===== src/matrix_inverse_3x3_assert.svh =====
// ----------------------------------------------------------------------------
// Assertion macros for the 3x3 matrix inverse.
// Each check is active in simulation and compiles to nothing in synthesis.
// ----------------------------------------------------------------------------
`ifndef MATRIX_INVERSE_3X3_ASSERT_SVH
`define MATRIX_INVERSE_3X3_ASSERT_SVH
`ifndef SYNTHESIS
// The property must hold at every clock edge outside reset.
`define MI3_ASSERT(lbl, clk, rstn, prop) \
  lbl: assert property (@(posedge clk) disable iff (!rstn) prop) \
    else $error("mi3 check failed");
// The property must never hold at a clock edge outside reset.
`define MI3_ASSERT_NEVER(lbl, clk, rstn, prop) \
  lbl: assert property (@(posedge clk) disable iff (!rstn) !(prop)) \
    else $error("mi3 check failed");
`else
`define MI3_ASSERT(lbl, clk, rstn, prop)
`define MI3_ASSERT_NEVER(lbl, clk, rstn, prop)
`endif
`endif


===== src/mi3_pkg.sv =====
// ----------------------------------------------------------------------------
// mi3_pkg
// Shared types and constants of the 3x3 matrix inverse.
// ----------------------------------------------------------------------------
`default_nettype none

package mi3_pkg;

  // Element word width and the widths of the exact intermediate values.
  localparam int unsigned WORD_W = 32;
  localparam int unsigned COF_W  = 2 * WORD_W + 1;
  localparam int unsigned DET_W  = 3 * WORD_W + 3;
  localparam int unsigned N_ELEM = 9;

  typedef logic signed [WORD_W-1:0] word_t;

  // Operand indexes of each cofactor: c = e[a]*e[b] - e[c]*e[d].
  localparam int unsigned COF_IDX [N_ELEM][4] = '{
    '{4, 8, 5, 7}, '{2, 7, 1, 8}, '{1, 5, 2, 4},
    '{5, 6, 3, 8}, '{0, 8, 2, 6}, '{2, 3, 0, 5},
    '{3, 7, 4, 6}, '{1, 6, 0, 7}, '{0, 4, 1, 3}
  };

  typedef struct packed {
    word_t in_r1c1;
    word_t in_r1c2;
    word_t in_r1c3;
    word_t in_r2c1;
    word_t in_r2c2;
    word_t in_r2c3;
    word_t in_r3c1;
    word_t in_r3c2;
    word_t in_r3c3;
  } mi3_in_t;

  typedef struct packed {
    word_t out_r1c1;
    word_t out_r1c2;
    word_t out_r1c3;
    word_t out_r2c1;
    word_t out_r2c2;
    word_t out_r2c3;
    word_t out_r3c1;
    word_t out_r3c2;
    word_t out_r3c3;
    word_t determinant;
    logic  invertible;
  } mi3_out_t;

  // One classified item as it passes from the front part to the back part.
  typedef struct packed {
    logic [N_ELEM-1:0][WORD_W-1:0] elem;
    logic [N_ELEM-1:0][COF_W-1:0]  cof;
    logic [DET_W-1:0]              det;
  } mi3_work_t;

endpackage

`default_nettype wire


===== src/mi3_queue.sv =====
// ----------------------------------------------------------------------------
// mi3_queue
// Two-entry queue of classified items between the front and back parts.
// ----------------------------------------------------------------------------
`default_nettype none

module mi3_queue import mi3_pkg::*; (
  input  logic      clk_i,
  input  logic      rst_ni,
  input  logic      push_i,
  input  mi3_work_t push_data_i,
  output logic      full_o,
  input  logic      pop_i,
  output mi3_work_t pop_data_o,
  output logic      empty_o
);

  localparam int unsigned DEPTH = 2;
  localparam int unsigned PTR_W = $clog2(DEPTH);

  mi3_work_t        mem_q [DEPTH];
  logic [PTR_W-1:0] wptr_q, rptr_q;
  logic [PTR_W:0]   cnt_q;
  logic             do_push, do_pop;

  assign full_o     = (cnt_q == (PTR_W+1)'(DEPTH));
  assign empty_o    = (cnt_q == '0);
  assign do_push    = push_i && !full_o;
  assign do_pop     = pop_i && !empty_o;
  assign pop_data_o = mem_q[rptr_q];

  // Pointers and fill count.
  always_ff @(posedge clk_i or negedge rst_ni) begin
    if (!rst_ni) begin
      wptr_q <= '0;
      rptr_q <= '0;
      cnt_q  <= '0;
    end else begin
      if (do_push) begin
        wptr_q <= (wptr_q == PTR_W'(DEPTH - 1)) ? '0 : wptr_q + 1'b1;
      end
      if (do_pop) begin
        rptr_q <= (rptr_q == PTR_W'(DEPTH - 1)) ? '0 : rptr_q + 1'b1;
      end
      if (do_push && !do_pop) begin
        cnt_q <= cnt_q + 1'b1;
      end else if (do_pop && !do_push) begin
        cnt_q <= cnt_q - 1'b1;
      end
    end
  end

  // Entry storage.
  always_ff @(posedge clk_i) begin
    if (do_push) begin
      mem_q[wptr_q] <= push_data_i;
    end
  end

endmodule

`default_nettype wire


===== config.mk =====
export PLATFORM = sky130hd
export DESIGN_NAME = mi3_queue
export DESIGN_NICKNAME = d
export VERILOG_FILES = /design/src/matrix_inverse_3x3_assert.svh /design/src/mi3_pkg.sv /design/src/mi3_queue.sv
export SDC_FILE = /design/constraint.sdc
export NUM_CORES = 1
export LEC_CHECK = 0
export ABC_AREA = 1
export BUFFER_PORTS_ARGS = -buffer_cell sky130_fd_sc_hd__buf_2
export CELL_PAD_IN_SITES_DETAIL_PLACEMENT = 0
export CELL_PAD_IN_SITES_GLOBAL_PLACEMENT = 1
export CORE_AREA = 4 4 765 767
export CTS_CLUSTER_DIAMETER = 100
export DETAILED_ROUTE_END_ITERATION = 7
export DIE_AREA = 0 0 769 771
export GPL_TIMING_DRIVEN = 1
export HOLD_SLACK_MARGIN = 0.1
export PLACE_DENSITY_LB_ADDON = 0.25
export SYNTH_ARGS = -nofsm -noshare
export SYNTH_HDL_FRONTEND = slang
export SYNTH_SLANG_ARGS = --single-unit

===== constraint.sdc =====
create_clock -name clk_i -period 94.7 [get_ports clk_i]
set_input_delay 14.205 -clock clk_i [delete_from_list [all_inputs] [get_ports clk_i]]
set_output_delay 14.205 -clock clk_i [all_outputs]
set_load 0.005 [all_outputs]

== Yosys cells after proc, flatten, opt, wreduce, memory -nomap -nowiden ==
Memories as Yosys holds them, arrays and structs flattened.
Index checks and enable logic that the tools add are counted.

* Register bits: 4
* RAM bits: 1,944
* Output and inout port bits: 974
* Memories: 1

{| class="wikitable"
|+ Memory list
! name !! words !! bits a word !! rd ports !! clocked after memory_dff !! wr ports !! RTL line !! source
|-
| mem_q || 2 || 972 || 1 || 0 || 1 || mi3_queue.sv:21 || <nowiki>mi3_work_t mem_q [DEPTH];</nowiki>
|}

* Add/subtract/negate cells: 4
* Eq/ne operators: 1
* Mux-type cells: 6
* Reductions and logical operators: 10

{| class="wikitable"
|+ Operator list
! kind !! number
|-
| logical AND 1 bit || 4
|-
| zero test 1 bit || 4
|-
| 2-to-1 mux 1 bit || 4
|-
| 2-to-1 mux 2 bit || 2
|-
| adder 1 bit, second input constant || 2
|-
| adder 2 x 1 -> 2 bit, second input constant || 1
|-
| equality test 2 bit, second input constant || 1
|-
| zero test 2 bit || 1
|-
| nonzero test 2 bit || 1
|-
| subtractor 2 x 1 -> 2 bit, second input constant || 1
|}

== Longest topological paths before layout ==
Gate-level depths: netlist (run 1).

* Depth after elaboration: 7
* Gate-level depth with buffers: 9
* Depth with buffers taken out: 9

== Least setup slack after synthesis (run 1) ==
No wires, ideal clock.

* Path type: input to register
* Start point: input port push_i
* End point: memory mem_q[1][0] (netlist name) (enable)
* Arrival: 54,476 ps
* Data required time: 92,363 ps
* Path slack: 37,887 ps
* Stages: 2
* Path through: o21ai_0 nor2_1

* Word-level cells in the longest chain between the ends: 3

{| class="wikitable"
|+ RTL lines
! element !! RTL line !! source
|-
| start: declaration || mi3_queue.sv:10 || <nowiki>input logic push_i,</nowiki>
|-
| logical AND 1 bit || mi3_queue.sv:28 || <nowiki>assign do_push = push_i && !full_o;</nowiki>
|-
| 2-to-1 mux 1 bit || mi3_queue.sv:55 || <nowiki>if (do_push) begin</nowiki>
|-
| 2-to-1 mux 1 bit (implied by the code) || mi3_queue.sv:56 || <nowiki>mem_q[wptr_q] <= push_data_i;</nowiki>
|-
| end: declaration || mi3_queue.sv:21 ||
|}

No other way between the ends.

== Final worst setup path (run 1) ==
* Start point: input port push_i
* End point: memory mem_q[0][420] (netlist name) (enable)

* Word-level cells in the longest chain between the ends: 3

{| class="wikitable"
|+ RTL lines
! element !! RTL line !! source
|-
| logical AND 1 bit || mi3_queue.sv:28 ||
|-
| net do_push || mi3_queue.sv:24 || <nowiki>logic do_push, do_pop;</nowiki>
|-
| 2-to-1 mux 1 bit || mi3_queue.sv:55 ||
|-
| 2-to-1 mux 1 bit (implied by the code) || mi3_queue.sv:56 ||
|}

The timed path passes the listed nets, and every way through them passes these cells.

==> results of run 1 <==
-- per-stage QoR --
| step | hold WS [ns] | setup WS (ns) | cell area (um^2) |
|---|---|---|---|
| final | 0.545 | 74.33 | 98600 |
| after global routing | 0.554 | 73.78 | 98200 |
| after CTS | 0.540 | 74.01 | 98000 |
| after detailed placement | 0.520 | 73.12 | 89500 |
| after global placement | 0.535 | 73.05 | 89500 |
| after floorplan | 0.449 | 37.89 | 70700 |
-- power groups by stage --
stage          clock (W)  sequential [W]  combinational [W]
4_1_cts          0.00103         0.00122            0.00117
5_1_grt          0.00106         0.00123            0.00121
3_5_place_dp           0         0.00124            0.00116
6_report        0.000986         0.00122            0.00112
2_1_floorplan          0         0.00151           0.000422
3_3_place_gp           0         0.00123            0.00117
-- worst max path at each step --
stage | startpoint | to | slack [ns] | depth (start not counted)
5_1_grt | push_i | mem_q[0][420] | 73.78 | 12
3_3_place_gp | push_i | mem_q[0][433] | 73.05 | 12
3_5_place_dp | push_i | mem_q[0][433] | 73.12 | 12
6_report | push_i | mem_q[0][420] | 74.33 | 12
4_1_cts | rptr_q | pop_data_o[244] | 74.01 | 8
2_1_floorplan | push_i | mem_q[1][0] | 37.89 | 2
-- kinds of logic (layout without fill, tap and decap cells) --
group / count (synthesis) / count (layout) / synth area share, %
AOI/OAI and AO/OA: 2 / 2 / 0.0142
xor gates and xnor gates: 1 / 1 / 0.0124
adders and majority gates: 1 / 1 / 0.0177
buffers and inverters: 223 / 2500 / 1.71
DFF: 1948 / 1948 / 82.7
other: 0 / 244 / 0
and+or+nand+nor: 2932 / 2932 / 15.6
-- cell usage in the layout (no fill, tap or decap), types with 2 or more instances in the layout --
cell,netlist,final
buf_12,0,6
buf_2,175,1949
buf_4,24,57
bufinv_16,0,19
clkbuf_1,8,66
clkbuf_16,0,271
clkinv_1,0,54
clkinv_16,0,4
clkinv_2,0,25
clkinv_4,0,6
clkinv_8,0,6
clkinvlp_4,0,12
dfrtp_1,4,3
diode_2,0,244
edfxtp_1,1944,1944
inv_1,7,6
inv_16,0,3
inv_6,0,11
inv_8,0,5
nand2_1,2925,2925
nor2_1,4,3
o21ai_0,2,2
-- area by class of cell --
class | count | area share [%]
diodes | 244 | 0.619
well taps | 7727 | 9.80
multi-input cells | 2936 | 11.2
flip-flops and latches | 1948 | 59.3
clock inverters | 143 | 1.47
repair buffers | 2012 | 10.4
clock buffers | 337 | 7.13
inverters | 8 | 0.0457
-- worst reg2reg max path: stages (launching register included) --
cell     delay [ns]
dfrtp_1        0.42
inv_1          0.12
nor2_1         0.10
nor2_1         0.19
nand2_1        0.21
inv_8          0.42
buf_4          0.85
buf_4          0.76
buf_4          0.80
buf_4          0.89
buf_4          0.84
buf_4          0.75
buf_4          0.73
-- metal layers --
layer,routed length (um),vias up,GRT usage (%)
li1,-,21853,-
met1,155000,24030,15.1
met2,192000,2656,22.0
met3,65100,1025,8.78
met4,19000,254,5.14
met5,1660,-,0
-- state kept, by name, summed over array words and instances, names as in the netlist --
name,count
cnt_q,2
wptr_q,1
rptr_q,1
mem_q,1944
-- synth_stat cells --
cell | n | area (um^2)
buf_4 | 24 | 180
ha_1 | 1 | 12.5
nand3b_1 | 1 | 7.51
inv_2 | 1 | 3.75
edfxtp_1 | 1944 | 58400
nor2_1 | 4 | 15.0
dfrtp_1 | 4 | 100
clkbuf_1 | 8 | 30.0
nand4_1 | 1 | 6.26
buf_2 | 175 | 876
nand2_1 | 2925 | 11000
xnor2_1 | 1 | 8.76
o21ai_0 | 2 | 10.0
nand3_1 | 1 | 5.00
inv_1 | 7 | 26.3
buf_6 | 8 | 90.1
==> impl_metrics.ini, run 1 <==
[worst_setup_path]
cp_slowest_cell = buf_4
cp_max_fo = 70
r2r_start = cnt_q[1]
critPathArrivalTime_ns = 20.86
crit_path_frequent_cell = buf_4
critPathBufInv = 10
end_kind = register
crit_chain = buf_2 -> inv_1 -> nor2_1 -> nand2_1 -> inv_8 -> buf_4 -> buf_4 -> buf_4 -> buf_4 -> buf_4 -> buf_4 -> buf_4
required_ns = 95.19
max_stage_delay_ns = 0.85
start_kind = input port
ff2ff_setup_slack_ns = 87.17
timing.rr.end = mem_q[0][420]
crit_family = buffers and inverters
r2r_cells = 12
criticalPathCategory = input port to register

[global_route]
track_usage_pct = 13.9
grt_overflow = 0
grt_max_degree = 141
antenna_found_initial = 517
grt_pass1_wl_um = 536000
grt_pass1_vias = 48291

[finish]
stdcell_count = 15355
drive_gt1_share_pct = 32.2
multiInputGateArea_mm2 = 0.0111
fillerInstances = 64020
fin_util_pct = 17.1
regArea_mm2 = 0.0585
area_delta_synth_final_pct = 39.5
final_nets = 8151

[logic_synthesis]
ys_seq_area_share_pct = 82.7
synth.avg_cell_area_um2 = 13.8
yosys_warnings = 0
syn_area_mm2 = 0.0707
ys_ff_latch = 1948
ys_types = 16
synthCells = 5107
synth_nets = 6084

[routing]
postRouteAntennaNets = 0
drt_iter0_drc = 3522
vias_per_cell = 3.24
wl_per_cell_um = 28.2
dr.pass1.iters = 7
drt-total-wl_um = 434000
num_vias = 49818
drc = 0

[floorplanning]
die-height_um = 771
num_rows = 279
die-area_mm2 = 0.593
core_area_mm2 = 0.577
io_pins = 1950
die_w_um = 769
initial_core_util_pct = 12.2

[placed_design]
io_buffer_count = 1949
place_congestion = 0.978
dp_hpwl_um = 352000
dp.cells = 14631

[sta]
max_slew_margin_pct = 12.6
max_freq_mhz = 49.1
hold_viol = 0
fin_crit_ns = 20.37
fin_skew_ns = 0.0433
setup_viol = 0
rsz0062_at_grt = no
final_max_slew_viol_count = 0
worst_pin_slew_ns = 1.31
tns_ns = 0
finalCritPeriodShare_pct = 21.5

[power]
power.switching_w = 0.00129
pwr-share-seq_pct = 36.7
p_leak_nw = 39.1
clock_power_share_pct = 29.7
comb_power_share_pct = 33.6
intPower_w = 0.00203
p_per_area_mw_per_mm2 = 33.7
p_sw_share_pct = 39.0
vdd_ir_drop_max_mv = 0.0192
finalPower_w = 0.00332

[clock_network]
clkTransAtPathRegs_ns = 0.06
tritoncts = yes
cts_resized = 0
root_buffer = clkbuf_16
numCtsBuffers = 268
hold_buffers = 0
cts_buffer_depth = 4
cts_setup_buffers = 0
cts_sinks = 1948
insertion_delay_ns = 0.90
h-tree-depth = 5

[min_path]
whs_endpoint = wptr_q
hp-start = wptr_q
hold_class = register to register
whs_path_depth = 2

[flow_run]
cap_violations = 0

[status]
status = finished, final reports clean
No activity file was read; power rests on OpenSTA's default activity.
==> inputs of run 2 (changes only) <==
--- a/config.mk
+++ b/config.mk
@@ -9,10 +9,10 @@
 export BUFFER_PORTS_ARGS = -buffer_cell sky130_fd_sc_hd__buf_2
 export CELL_PAD_IN_SITES_DETAIL_PLACEMENT = 0
 export CELL_PAD_IN_SITES_GLOBAL_PLACEMENT = 1
-export CORE_AREA = 4 4 765 767
+export CORE_AREA = 4 4 747 749
 export CTS_CLUSTER_DIAMETER = 100
 export DETAILED_ROUTE_END_ITERATION = 7
-export DIE_AREA = 0 0 769 771
+export DIE_AREA = 0 0 751 753
 export GPL_TIMING_DRIVEN = 1
 export HOLD_SLACK_MARGIN = 0.1
 export PLACE_DENSITY_LB_ADDON = 0.25
==> constraint.sdc (replaced) <==
create_clock -name clk_i -period 19.9 [get_ports clk_i]
set_input_delay 2.985 -clock clk_i [delete_from_list [all_inputs] [get_ports clk_i]]
set_output_delay 2.985 -clock clk_i [all_outputs]
set_load 0.005 [all_outputs]
==> impl_metrics.ini, run 2 (synthesis results as in run 1) <==
[min_path]
hold_class = register to register

[flow_run]
cap_violations = 0

[global_route]
use_met2_pct = 23.8
grt_overflow = 0
grtUsageMet1_pct = 16.0
grt_pass1_wl_um = 552000
use_met3_pct = 9.06
antenna_found_initial = 510
grt_pass1_vias = 48930
track_usage_pct = 15.1
grt_max_degree = 145
busiest_layer = met2

[sta]
hold_ws_ns = 0.485
finalWorstSetupSlack_ns = 10.84
fin_crit_ns = 9.06
hold_viol = 0
tns_ns = 0
rsz0062_at_grt = no
worst_pin_slew_ns = 1.14
max_freq_mhz = 110
setup_viol = 0
final_max_slew_viol_count = 0
max_slew_margin_pct = 24.0
finalCritPeriodShare_pct = 45.5
fin_skew_ns = 0.0870

[finish]
mostFrequentLayoutCell = nand2_1
largest_reg_flops = 1944
area_delta_synth_final_pct = 38.3
postLayoutCellArea_mm2 = 0.0978
drive_gt1_share_pct = 32.3
top_register = mem_q
mostFrequentLayoutCells = nand2_1, buf_2, edfxtp_1
final_nets = 8122
top_regs = mem_q x1944, cnt_q x2

[clock_network]
insertion_delay_ns = 0.95
hold_buffers = 0
cts_sinks = 1948
h-tree-depth = 4
cts_setup_buffers = 0
tritoncts = yes
cts_buffer_depth = 4
clkTransAtPathRegs_ns = 0.06
root_buffer = clkbuf_16
cts_resized = 0
numCtsBuffers = 244

[worst_setup_path]
critPathArrivalTime_ns = 6.08
start_kind = register
required_ns = 16.91
criticalPathCategory = register to output port
end_kind = output port
cp_max_fo = 144

[placed_design]
dp_worst_setup_slack_ns = 11.64
dp_hpwl_um = 365000
place_congestion = 1.13
io_buffer_count = 1949
dpl_cell_area_mm2 = 0.0890

[floorplanning]
die-height_um = 753
die-area_mm2 = 0.566
die_w_um = 751
initial_core_util_pct = 12.8
num_rows = 273
core_area_mm2 = 0.551
io_pins = 1950

[routing]
num_vias = 50411
dr.pass1.iters = 6
wl_per_cell_um = 30.0
vias_per_cell = 3.39
drt-total-wl_um = 446000
postRouteAntennaNets = 1
drc = 0
drt_iter0_drc = 3910

[power]
finalPower_w = 0.0156
p_leak_nw = 38.9
p_per_area_mw_per_mm2 = 160
vdd_ir_drop_max_mv = 0.0896

[status]
violations = antenna rules
status = finished, violations left
run 2: cell count changes in the layout (fill, tap and decap cells not counted), sizes merged:
| cell | previous run | this run |
|---|---|---|
| clkinv | 95 | 106 |
| diode | 244 | 247 |
| bufinv | 19 | 30 |
| clkinvlp | 12 | 13 |
| buf | 2012 | 2007 |
| inv | 25 | 23 |
| clkbuf | 337 | 281 |
run 2: where the power goes:
part           internal (W)  switching [W]
Clock               0.00265        0.00188
Sequential          0.00560       0.000287
Combinational       0.00127        0.00392
Total               0.00953        0.00609
run 2: layer usage:
metal,vias to the layer above,part of all wire (%)
met2,2701,45
li1,21782,-
met1,24636,36
met4,262,5.3
met3,1030,14
met5,-,0.39
run 2: area by class of cell:
type	count	area (um^2)
Clock inverter	164	1880
Inverter	8	41.3
Timing Repair Buffer	2007	10300
Clock buffer	281	6270
Antenna cell	247	618
Fill cell	60732	454000
Multi-Input combinational cell	2936	11100
Sequential cell	1948	58500
Tap cell	7287	9120
run 2: critical path, stage by stage, from the launching register on:
cell     delay, ns
dfrtp_4       0.75
buf_4         0.68
buf_12        0.47
buf_4         0.73
buf_4         0.72
buf_4         0.71
nand2_1       0.12
nand2_1       0.24
buf_2         0.17
run 2: path summary, 6_finish.rpt:
kind	endpoint	slack, ns	start	cells past startpoint
setup / recovery	pop_data_o[170]	10.84	rptr_q	8
hold / removal	wptr_q	0.49	wptr_q	2
setup reg to reg	mem_q[0][104]	14.70	cnt_q[1]	10
hold reg to reg	wptr_q	0.49	wptr_q	2
max in group asynchronous	wptr_q	17.87	rst_ni	1
min in group asynchronous	rptr_q	1.85	rst_ni	1
run 2: per-stage QoR:
stage	util (%)	instances
6_report	17.7	14878
5_1_grt	17.7	14711
4_1_cts	17.6	14631
3_5_place_dp	16.1	14186
3_3_place_gp	16.1	14186
2_1_floorplan	-	5107
